`src/rtl/core/cse_pkg.sv`:
```
package cse_pkg;

	// Stream payload widths (fields packed from bit 0, padded to whole bytes)
	localparam int IN_TDATA_W  = 72;  // coef_index(4), coef_value(32), x_value(32)
	localparam int OUT_TDATA_W = 72;  // poly_value(64), order_index(4)

	localparam int IDX_W   = 4;
	localparam int COEF_W  = 32;
	localparam int VAL_W   = 64;
	localparam int TC_W    = 5;
	localparam int CFG_W   = 5;
	localparam int MUL_A_W = 33;
	localparam int MUL_P_W = MUL_A_W + COEF_W;
	localparam int PROD_W  = 97;

	// Largest number of results one evaluate beat may cause
	localparam int RESULT_CAP = 16;

	// Beat kinds on s_axis_tuser
	localparam logic ACT_LOAD = 1'b0;
	localparam logic ACT_EVAL = 1'b1;

	// Register indexes
	localparam logic REG_TERM_COUNT  = 1'b0;
	localparam logic REG_OUTPUT_MODE = 1'b1;

	// Sequencer states
	typedef enum logic [6:0] {
		ST_IDLE = 7'b0000001,
		ST_STEP = 7'b0000010,
		ST_MLO  = 7'b0000100,
		ST_MHI  = 7'b0001000,
		ST_RND  = 7'b0010000,
		ST_ACC  = 7'b0100000,
		ST_EMIT = 7'b1000000
	} state_t;

endpackage

```
`src/rtl/core/chebyshev_series_evaluator.sv`:
```
// Chebyshev series evaluator, first kind, fixed point.
//
// Input stream (s_axis): tuser selects the beat kind. A load beat writes one
// signed coefficient into the coefficient RAM. An evaluate beat runs T0 = 1,
// T1 = x, T(j+1) = 2x*T(j) - T(j-1) over term_count orders (0 acts as 1,
// capped at NCAP). Output stream (m_axis): sum mode gives one beat (the series
// sum, tlast set); per-order mode gives T0..T(n-1), tlast on the final one.
// tuser flags any saturation to the signed 64-bit range up to that beat.
// Config port: cfg_we writes cfg_data into the register at cfg_index
// (0 term_count, 1 output_mode); write only while the block is idle.
// Datapath: each 64x32 product goes through one 33x32 multiplier in two halves
// (ST_MLO, ST_MHI), then a round/saturate step (ST_RND) and an accumulate step
// (ST_ACC). One evaluate beat is worked at a time; s_axis_tready is high only
// while idle. A result sits in an output register, so a stalled receiver only
// halts the sequencer when the next result is ready.
// Reset clears the sequencer and output valid, term_count to 1 and
// output_mode to 0; the coefficient RAM is not cleared.
module chebyshev_series_evaluator #(
	parameter int MAX_TERMS   = 16,
	parameter int X_FRAC_BITS = 28
) (
	input  logic                             clk,
	input  logic                             arst_n,
	// input stream
	input  logic                             s_axis_tvalid,
	output logic                             s_axis_tready,
	input  logic [cse_pkg::IN_TDATA_W-1:0]   s_axis_tdata,  // coef_index, coef_value, x_value
	input  logic                             s_axis_tuser,  // action
	// output stream
	output logic                             m_axis_tvalid,
	input  logic                             m_axis_tready,
	output logic [cse_pkg::OUT_TDATA_W-1:0]  m_axis_tdata,  // poly_value, order_index
	output logic                             m_axis_tlast,
	output logic                             m_axis_tuser,  // saturated
	// config
	input  logic                             cfg_we,
	input  logic                             cfg_index,
	input  logic [cse_pkg::CFG_W-1:0]        cfg_data
);

	import cse_pkg::*;

	localparam int AW   = (MAX_TERMS > 1) ? $clog2(MAX_TERMS) : 1;
	localparam int NCAP = (MAX_TERMS < RESULT_CAP) ? MAX_TERMS : RESULT_CAP;
	localparam logic signed [PROD_W-1:0] HALF_R = PROD_W'(1) << (X_FRAC_BITS - 2);
	localparam logic signed [PROD_W-1:0] HALF_C = PROD_W'(1) << (X_FRAC_BITS - 1);
	localparam logic signed [VAL_W-1:0]  ONE    = VAL_W'(1) << X_FRAC_BITS;
	localparam logic signed [VAL_W-1:0]  VMAX   = {1'b0, {(VAL_W-1){1'b1}}};
	localparam logic signed [VAL_W-1:0]  VMIN   = {1'b1, {(VAL_W-1){1'b0}}};

	// input fields
	logic [IDX_W-1:0]         in_idx;
	logic signed [COEF_W-1:0] in_coef;
	logic signed [COEF_W-1:0] in_x;
	assign in_idx  = s_axis_tdata[3:0];
	assign in_coef = s_axis_tdata[35:4];
	assign in_x    = s_axis_tdata[67:36];

	// control
	state_t          state_q;
	logic [TC_W-1:0] term_count_q;
	logic            output_mode_q;
	logic [TC_W-1:0] n_q;
	logic [TC_W-1:0] j_q;
	logic            phase_q;      // 0: recurrence product, 1: coefficient product
	logic            out_valid_q;

	// datapath
	logic signed [COEF_W-1:0] x_q;
	logic signed [VAL_W-1:0]  tprev_q, tcur_q, acc_q, r_q;
	logic signed [PROD_W-1:0] prod_q;
	logic                     sat_q;
	logic [VAL_W-1:0]         out_val_q;
	logic [IDX_W-1:0]         out_ord_q;
	logic                     out_last_q, out_sat_q;

	logic in_acc, out_free, term_last, advance;
	assign s_axis_tready = (state_q == ST_IDLE);
	assign in_acc        = s_axis_tvalid & s_axis_tready;
	assign out_free      = !out_valid_q | m_axis_tready;
	assign term_last     = ((j_q + TC_W'(1)) == n_q);
	assign advance = ((state_q == ST_ACC) & phase_q & !term_last) |
		((state_q == ST_EMIT) & out_free & output_mode_q & !term_last);

	// coefficient RAM
	logic              ram_we;
	logic [COEF_W-1:0] coef_rd;
	assign ram_we = in_acc & (s_axis_tuser == ACT_LOAD) & (32'(in_idx) < MAX_TERMS);

	cse_ram #(.WIDTH(COEF_W), .DEPTH(MAX_TERMS)) u_coef_ram (
		.clk   (clk),
		.we    (ram_we),
		.waddr (AW'(in_idx)),
		.wdata (in_coef),
		.re    (state_q == ST_STEP),
		.raddr (AW'(j_q)),
		.rdata (coef_rd)
	);

	// shared 33x32 multiplier, low half then high half of tcur
	logic signed [MUL_A_W-1:0] mul_a;
	logic signed [COEF_W-1:0]  mul_b;
	logic signed [MUL_P_W-1:0] mul_p;
	assign mul_a = (state_q == ST_MHI) ? $signed({tcur_q[63], tcur_q[63:32]})
		: $signed({1'b0, tcur_q[31:0]});
	assign mul_b = phase_q ? $signed(coef_rd) : x_q;
	assign mul_p = MUL_P_W'(mul_a) * MUL_P_W'(mul_b);

	// round half up, shift, saturate
	logic signed [PROD_W-1:0] rsum, rsh;
	logic                     rovf;
	logic signed [VAL_W-1:0]  rval;
	assign rsum = prod_q + (phase_q ? HALF_C : HALF_R);
	assign rsh  = phase_q ? (rsum >>> X_FRAC_BITS) : (rsum >>> (X_FRAC_BITS - 1));
	assign rovf = (rsh[PROD_W-1:VAL_W-1] != {(PROD_W-VAL_W+1){rsh[VAL_W-1]}});
	assign rval = rovf ? (rsh[PROD_W-1] ? VMIN : VMAX) : rsh[VAL_W-1:0];

	// saturating add (sum mode) or subtract (recurrence)
	logic signed [VAL_W:0]   aw;
	logic                    aovf;
	logic signed [VAL_W-1:0] aval;
	assign aw   = phase_q ? ({acc_q[63], acc_q} + {r_q[63], r_q})
		: ({r_q[63], r_q} - {tprev_q[63], tprev_q});
	assign aovf = (aw[VAL_W] != aw[VAL_W-1]);
	assign aval = aovf ? (aw[VAL_W] ? VMIN : VMAX) : aw[VAL_W-1:0];

	always_ff @(posedge clk or negedge arst_n) begin
		if (!arst_n) begin
			state_q       <= ST_IDLE;
			term_count_q  <= TC_W'(1);
			output_mode_q <= 1'b0;
			n_q           <= TC_W'(1);
			j_q           <= '0;
			phase_q       <= 1'b0;
			out_valid_q   <= 1'b0;
		end else begin
			if (cfg_we) begin
				unique case (cfg_index)
					REG_TERM_COUNT:  term_count_q  <= cfg_data[TC_W-1:0];
					REG_OUTPUT_MODE: output_mode_q <= cfg_data[0];
					default: ;
				endcase
			end
			// a new result replaces the one leaving in the same cycle
			if (state_q == ST_EMIT && out_free) begin
				out_valid_q <= 1'b1;
			end else if (m_axis_tready) begin
				out_valid_q <= 1'b0;
			end
			unique case (state_q)
				ST_IDLE: begin
					if (in_acc && s_axis_tuser == ACT_EVAL) begin
						j_q <= '0;
						if (term_count_q == '0) begin
							n_q <= TC_W'(1);
						end else if (32'(term_count_q) > NCAP) begin
							n_q <= TC_W'(NCAP);
						end else begin
							n_q <= term_count_q;
						end
						state_q <= ST_STEP;
					end
				end
				ST_STEP: begin
					if (output_mode_q) begin
						state_q <= ST_EMIT;
					end else begin
						phase_q <= 1'b1;
						state_q <= ST_MLO;
					end
				end
				ST_MLO: state_q <= ST_MHI;
				ST_MHI: state_q <= ST_RND;
				ST_RND: state_q <= ST_ACC;
				ST_ACC: begin
					if (!phase_q) begin
						state_q <= ST_STEP;
					end else if (term_last) begin
						state_q <= ST_EMIT;
					end
				end
				ST_EMIT: begin
					if (out_free) begin
						if (!output_mode_q || term_last) begin
							state_q <= ST_IDLE;
						end
					end
				end
				default: state_q <= ST_IDLE;
			endcase
			if (advance) begin
				j_q <= j_q + TC_W'(1);
				if (j_q == '0) begin
					state_q <= ST_STEP;
				end else begin
					phase_q <= 1'b0;
					state_q <= ST_MLO;
				end
			end
		end
	end

	always_ff @(posedge clk) begin
		case (state_q)
			ST_IDLE: begin
				x_q     <= in_x;
				tprev_q <= '0;
				tcur_q  <= ONE;
				acc_q   <= '0;
				sat_q   <= 1'b0;
			end
			ST_MLO: prod_q <= PROD_W'(mul_p);
			ST_MHI: prod_q <= prod_q + {mul_p, 32'd0};
			ST_RND: begin
				r_q   <= rval;
				sat_q <= sat_q | rovf;
			end
			ST_ACC: begin
				sat_q <= sat_q | aovf;
				if (phase_q) begin
					acc_q <= aval;
				end else begin
					tprev_q <= tcur_q;
					tcur_q  <= aval;
				end
			end
			ST_EMIT: begin
				if (out_free) begin
					out_val_q  <= output_mode_q ? tcur_q : acc_q;
					out_ord_q  <= output_mode_q ? j_q[IDX_W-1:0] : '0;
					out_last_q <= !output_mode_q | term_last;
					out_sat_q  <= sat_q;
				end
			end
			default: ;
		endcase
		// order 1 takes x directly
		if (advance && j_q == '0) begin
			tprev_q <= tcur_q;
			tcur_q  <= VAL_W'(x_q);
		end
	end

	assign m_axis_tvalid = out_valid_q;
	assign m_axis_tdata  = {4'd0, out_ord_q, out_val_q};
	assign m_axis_tlast  = out_last_q;
	assign m_axis_tuser  = out_sat_q;

endmodule

```
`src/rtl/core/cse_ram.sv`:
```
module cse_ram #(
	parameter int WIDTH = 32,
	parameter int DEPTH = 16,
	localparam int AW = (DEPTH > 1) ? $clog2(DEPTH) : 1
) (
	input  logic             clk,
	input  logic             we,
	input  logic [AW-1:0]    waddr,
	input  logic [WIDTH-1:0] wdata,
	input  logic             re,
	input  logic [AW-1:0]    raddr,
	output logic [WIDTH-1:0] rdata
);

	logic [WIDTH-1:0] mem [DEPTH];

	always_ff @(posedge clk) begin
		if (we) begin
			mem[waddr] <= wdata;
		end
		if (re) begin
			rdata <= mem[raddr];
		end
	end

endmodule
```
`config.mk`:
```
export PLATFORM = sky130hd
export DESIGN_NAME = chebyshev_series_evaluator
export DESIGN_NICKNAME = d
export VERILOG_FILES = /design/src/rtl/core/cse_pkg.sv /design/src/rtl/core/chebyshev_series_evaluator.sv /design/src/rtl/core/cse_ram.sv
export SDC_FILE = /design/constraint.sdc
export NUM_CORES = 2
export LEC_CHECK = 0
export BUFFER_PORTS_ARGS = -buffer_cell sky130_fd_sc_hd__buf_2
export CAP_MARGIN = 40
export CORE_MARGIN = 3
export CORE_UTILIZATION = 60
export DETAILED_ROUTE_END_ITERATION = 6
export GPL_TIMING_DRIVEN = 0
export PLACE_DENSITY = 0.8
export SLEW_MARGIN = 25
export SYNTH_ARGS = -nofsm -noshare
export SYNTH_HDL_FRONTEND = slang
export SYNTH_SLANG_ARGS = --single-unit
```
`constraint.sdc`:
```
create_clock -name clk -period 14.7 [get_ports clk]
set_input_delay 1.47 -clock clk [delete_from_list [all_inputs] [get_ports clk]]
set_output_delay 1.47 -clock clk [all_outputs]
set_load 0.005 [all_outputs]
```
# After elaboration in Yosys (flattened, before gate mapping)
# Memory sizes are Yosys's and may differ from the RTL's. A register that Yosys moved wholly into a read port is not among the register bits.
# Index checks and enable logic that the tools add are counted.
# word_totals
reg_bits,481
ram_bits,512
in_bits,84
word_cells,122
memories,1
# classes
addsub,5
multipliers,1
n_lt_le_gt_ge,1
eq_ne,16
mux,42
bitwise_logic,14
n_reduce_logical,24
# mem_list
name,depth,width,read_ports,rd_clocked_by_memory_dff,wr,line_no,rtl
u_coef_ram.mem,16,32,1,1,1,cse_ram.sv:15,logic [WIDTH-1:0] mem [DEPTH];
# op_table
cell,count
two-way mux 64 bit,10
one-hot mux 64 bit (2 select lines),3
one-hot mux 97 bit (2 select lines),1
adder 97 x 29 -> 97 bit,1
adder 97 bit,1
two-way mux 69 bit,1
adder 64 x 64 -> 65 bit,1
multiplier 33 x 32 -> 65 bit,1
two-way mux 65 bit,1
subtractor 64 x 64 -> 65 bit,1
two-way mux 7 bit,7
one-hot mux 7 bit (7 select lines),1
two-way mux 33 bit,1
!= test 33 bit,1
two-way mux 32 bit,1
two-way mux 28 bit,1
two-way mux 5 bit,5
AND reduction 2 bit,7
logical NOT 5 bit,2
nonzero test 2 bit,5
two-way mux 1 bit,8
bitwise AND 1 bit,7
== test 7 x 1 -> 1 bit (second input constant),1
== test 7 x 2 -> 1 bit (second input constant),1
23 further kinds,34

# Depth between registers and ports, before layout
# depth
word_depth,9
mapped_depth,47
ltp_nobuf,42

# Modules after synthesis
# A second synthesis with hierarchy kept.
# hier_totals
hier_cells,7868
hier_area_um2,85881.1
# modules_own_cells
mod,n_inst,cells_per_inst,area_per_inst_um2,seq_area_each_um2
chebyshev_series_evaluator,1,7030,65725.5,13541.7
cse_ram,1,838,20155.6,16335.7

# Worst setup path before layout
# Ideal clock, no wire load.
# synth_timing
path_kind,register to register
from,reg state_q[0]
to,"reg prod_q[94], data pin"
arrival_time_ps,10915
required_ps,14430
path_slack_ps,3515
stages_incl_launch_ff,43
path_buffers,4
synth_period_minus_slack_ps,11185
path_cell_list,dfstp_2 nor4_1 nand3_1 buf_1 clkbuf_1 mux2i_1 clkbuf_1 nor2_1 fa_1 fa_1 fa_1 inv_1 fa_1 inv_1 fa_1 inv_1 fa_1 inv_1 [7 not listed] o21ai_0 a21oi_1 nor2b_1 a31oi_1 o21bai_1 xor2_1 ha_1 clkbuf_1 a21o_1 a31oi_1 o211ai_1 a41o_1 o21ai_0 a31oi_1 o41ai_1 o211ai_1 mux2i_1 nand3_1
# synth_between
elab_chain_len,5
# synth_rtl
element,line_no,rtl
from (decl),chebyshev_series_evaluator.sv:60,state_t state_q;
from (signal assigned),chebyshev_series_evaluator.sv:129,state_q <= ST_IDLE;
from (signal assigned),chebyshev_series_evaluator.sv:161,state_q <= ST_STEP;
from (signal assigned),chebyshev_series_evaluator.sv:166,state_q <= ST_EMIT;
== test 7 x 4 -> 1 bit,"chebyshev_series_evaluator.sv:104, chebyshev_series_evaluator.sv:204",
two-way mux 33 bit,chebyshev_series_evaluator.sv:104,"assign mul_a = (state_q == ST_MHI) ? $signed({tcur_q[63], tcur_q[63:32]})"
multiplier 33 x 32 -> 65 bit,chebyshev_series_evaluator.sv:107,assign mul_p = MUL_P_W'(mul_a) * MUL_P_W'(mul_b);
adder 97 bit,chebyshev_series_evaluator.sv:213,"ST_MHI: prod_q <= prod_q + {mul_p, 32'd0};"
one-hot mux 97 bit (2 select lines) (*),chebyshev_series_evaluator.sv:204,case (state_q)
to (signal assigned),chebyshev_series_evaluator.sv:212,ST_MLO: prod_q <= PROD_W'(mul_p);
to (signal assigned),chebyshev_series_evaluator.sv:213,
to (decl),chebyshev_series_evaluator.sv:71,logic signed [PROD_W-1:0] prod_q;
# Mark *: on every way between the ends. The rest lies on a longest branch, timed or not.
# A chain may end at the register's enable or synchronous reset.

# Final worst setup path
# layout_timing
from,reg state_q[1]
to,"reg prod_q[88], data pin"
# The elaborated chain is that of the path after synthesis.

==> impl_metrics.env <==
export IMPL_status="complete, no violations"
export IMPL_ff2ff_path_depth=46
export IMPL_grt_max_degree=44
export IMPL_synth_compound_area_frac=0.0687
export IMPL_first_global_vias=66400
export IMPL_dr_pass1_iters=6
export IMPL_finalCriticalPeriod_ns=14.38
export IMPL_grt_pass1_wl_mm=457
export IMPL_cpMostUsedCell="fa_1"
export IMPL_finalHoldViolations=0
export IMPL_async_flop_share=0.0250
export IMPL_cpMaxStageDelayCell="nand2_1"
export IMPL_cts_setup_buffers=0
export IMPL_synth_edff_count=974
export IMPL_crit_type="flip-flop to flip-flop"
export IMPL_synth_top_family_by_area="adder cells"
export IMPL_wl_met3_mm=39.5
export IMPL_cts_root_buf="clkbuf_16"
export IMPL_ant_nets=0
export IMPL_synth_area_mux_share=0.0707
export IMPL_skew_ns=0.0970
export IMPL_synth_ff_type="edfxtp_1"
export IMPL_synth_cells=7813
export IMPL_fp_dieArea_um2=149000
export IMPL_reg2reg_slack_ns=0.32
export IMPL_start_util=0.607
export IMPL_row_count=138
export IMPL_fin_cells=10200
export IMPL_synth_seq_area_share=0.345
export IMPL_drv_slew=0
export IMPL_drt_iter0_drc=8790
export IMPL_gp_congestion=1.07
export IMPL_post_route_cells_drive_above_1_share=0.114
export IMPL_critical_path_depth=46
export IMPL_timing_rr_start="state_q[1]$_DFFE_PN0P_"
export IMPL_cp_num_buf_inv=12
export IMPL_path_max_fanout=10
export IMPL_hold_class="flip-flop to flip-flop"
export IMPL_area_growth_pct=10.4
export IMPL_io_buffers=151
export IMPL_synth_seq_cells=999
export IMPL_wl_met2_mm=140
export IMPL_rsz0062_at_grt="true"
export IMPL_tightestPinTransition_ns=1.04
export IMPL_fp_dieW_um=386
export IMPL_wl_per_cell_um=30.9
export IMPL_cp_arrival_ns=14.85
export IMPL_fin_ws_ns=0.315
export IMPL_drt_total_wl_mm=316
export IMPL_synth_adder_area_share=0.305
export IMPL_top_layer="met5"
export IMPL_synth_cell_type_count=84
export IMPL_ctsHoldBuffers=0
export IMPL_groute_usage_overall=0.433
export IMPL_gr_total_overflow=0
export IMPL_setup_violations=0
export IMPL_slew_headroom=0.304
export IMPL_antenna_found_initial=22
export IMPL_num_nets_final=9775
export IMPL_endpoint="prod_q[88]$_DFFE_PP_"
export IMPL_final_common_cell="fa_1"
export IMPL_clk_pin_slew_ns=0.07
export IMPL_die_height_um=386
export IMPL_startpoint_type="flip-flop"
export IMPL_yosys_area_share_simple=0.115
export IMPL_synth_xor_area_frac=0.0326
export IMPL_cts_tree="done"
export IMPL_setup_tns_ns=0
export IMPL_end_kind="flip-flop"
export IMPL_final_cell_mix="1114 x fa_1, 1057 x nand2_1, 1036 x inv_1, 974 x edfxtp_1, 679 x nor2_1"
export IMPL_hp_start="term_count_q[4]$_DFFE_PN0P_"
export IMPL_clk_latency_ns=0.78
export IMPL_coreArea_um2=142000
export IMPL_cts_buffers=101
export IMPL_met1_length_mm=112
export IMPL_pre_cts_ws_ns=-0.540
export IMPL_max_stage_delay_ns=0.61
export IMPL_syn_avg_cell_area_um2=11.1
export IMPL_worstSetupStartpoint="state_q[1]$_DFFE_PN0P_"
export IMPL_drc=0
export IMPL_fmax_mhz=69.5
export IMPL_clock_sinks=999
export IMPL_dpl_cell_count=10000
export IMPL_vias=66100
export IMPL_ys_warn_count=0
export IMPL_ctsHtreeMaxLevel=3
export IMPL_io_pin_count=160
export IMPL_r2r_end="prod_q[88]$_DFFE_PP_"
export IMPL_fin_crit_sh=0.979
export IMPL_drv_cap=0
export IMPL_vias_per_cell=6.46
export IMPL_critPathTopFamily="adder cells"
export IMPL_clock_path_buffers=3
export IMPL_netlist_area_um2=86500
export IMPL_hpwl_mm=254
export IMPL_required_ns=15.17
==> worst min path at each step <==
stage | to | slack [ns] | cells after the start
final | n_q[0]$_DFFE_PN1P_ | 0.49 | 1
after global routing | n_q[0]$_DFFE_PN1P_ | 0.51 | 2
after detailed placement | n_q[0]$_DFFE_PN1P_ | 0.48 | 2
after floorplan | n_q[0]$_DFFE_PN1P_ | 0.45 | 1
after CTS | n_q[0]$_DFFE_PN1P_ | 0.49 | 2
after global placement | n_q[0]$_DFFE_PN1P_ | 0.47 | 2
==> final cells by class <==
type / count / area, um2
timing repair buffer: 334 / 2880
clock inverter: 72 / 748
clock buffer: 119 / 2590
sequential: 999 / 29900
tap: 1890 / 2360
inverter: 1038 / 3900
buffer: 380 / 1530
fill: 10700 / 46900
multi-input combinational: 5398 / 51600
antenna: 11 / 27.5
==> layer usage <==
layer / vias up / GRT usage
li1: 27000 / -
met1: 33300 / 0.561
met2: 4761 / 0.652
met3: 1067 / 0.116
met4: 12 / 0.274
met5: - / 0
==> kinds of logic (layout without fill, tap and decap cells) <==
| family | Yosys count | after routing |
|---|---|---|
| other | 1 | 15 |
| DFF | 999 | 999 |
| and+or+nand+nor | 2303 | 2303 |
| buffers and inverters | 1419 | 1943 |
| xor gates and xnor gates | 322 | 322 |
| AOI/OAI and AO/OA | 944 | 944 |
| adders and majority gates | 1439 | 1439 |
| muxes | 386 | 386 |
==> Yosys cell counts, drive strengths merged, types with 144 or more instances <==
master     n  share of area
fa      1115           0.26
nand2   1062          0.046
inv     1037          0.045
edfxtp   974           0.34
nor2     692          0.030
clkbuf   342          0.015
ha       324          0.047
o21ai    280          0.017
a21oi    255          0.015
xnor2    187          0.019
mux4     160          0.042
mux2     144          0.020
==> metrics by stage <==
step / instance area [um2] / hold slack, ns / util
CTS: 95200 / 0.486 / 0.668
global placement: 89700 / 0.472 / 0.629
finish: 95500 / 0.488 / 0.671
global route: 95500 / 0.510 / 0.670
detailed placement: 91900 / 0.477 / 0.645
floorplan: 86500 / 0.449 / -
==> state kept, by name, indices dropped and copies added, names as in the netlist <==
| name | cells |
|---|---|
| prod_q | 71 |
| u_coef_ram.rdata | 32 |
| acc_q | 64 |
| state_q | 7 |
| m_axis_tvalid | 1 |
| n_q | 5 |
| phase_q | 1 |
| tcur_q | 64 |
| m_axis_tuser | 1 |
| out_val_q | 64 |
| x_q | 32 |
| m_axis_tlast | 1 |
| out_ord_q | 4 |
| u_coef_ram.mem | 512 |
| output_mode_q | 1 |
| sat_q | 1 |
| term_count_q | 5 |
| r_q | 64 |
| j_q | 5 |
| tprev_q | 64 |
==> worst register-to-register path: cells and delay by family (launching register included) <==
kind	cells	cell delay, ns
buffers and inverters	12	2.66
adder cells (fa/ha/maj)	10	5.02
AO/OA/AOI/OAI	12	2.64
flip-flops	1	0.44
XOR/XNOR	2	0.72
AND/OR/NAND/NOR	10	2.63
==> what timing repair did <==
item | CTS | global route
cloned | 0 | 0
endpoints found under the setup margin | 8 | 18
resized for setup | 4 | 24
Power is left out: the tool's default activity adds up to more than one toggle a clock period on the data nets, which glitch-free logic cannot reach.
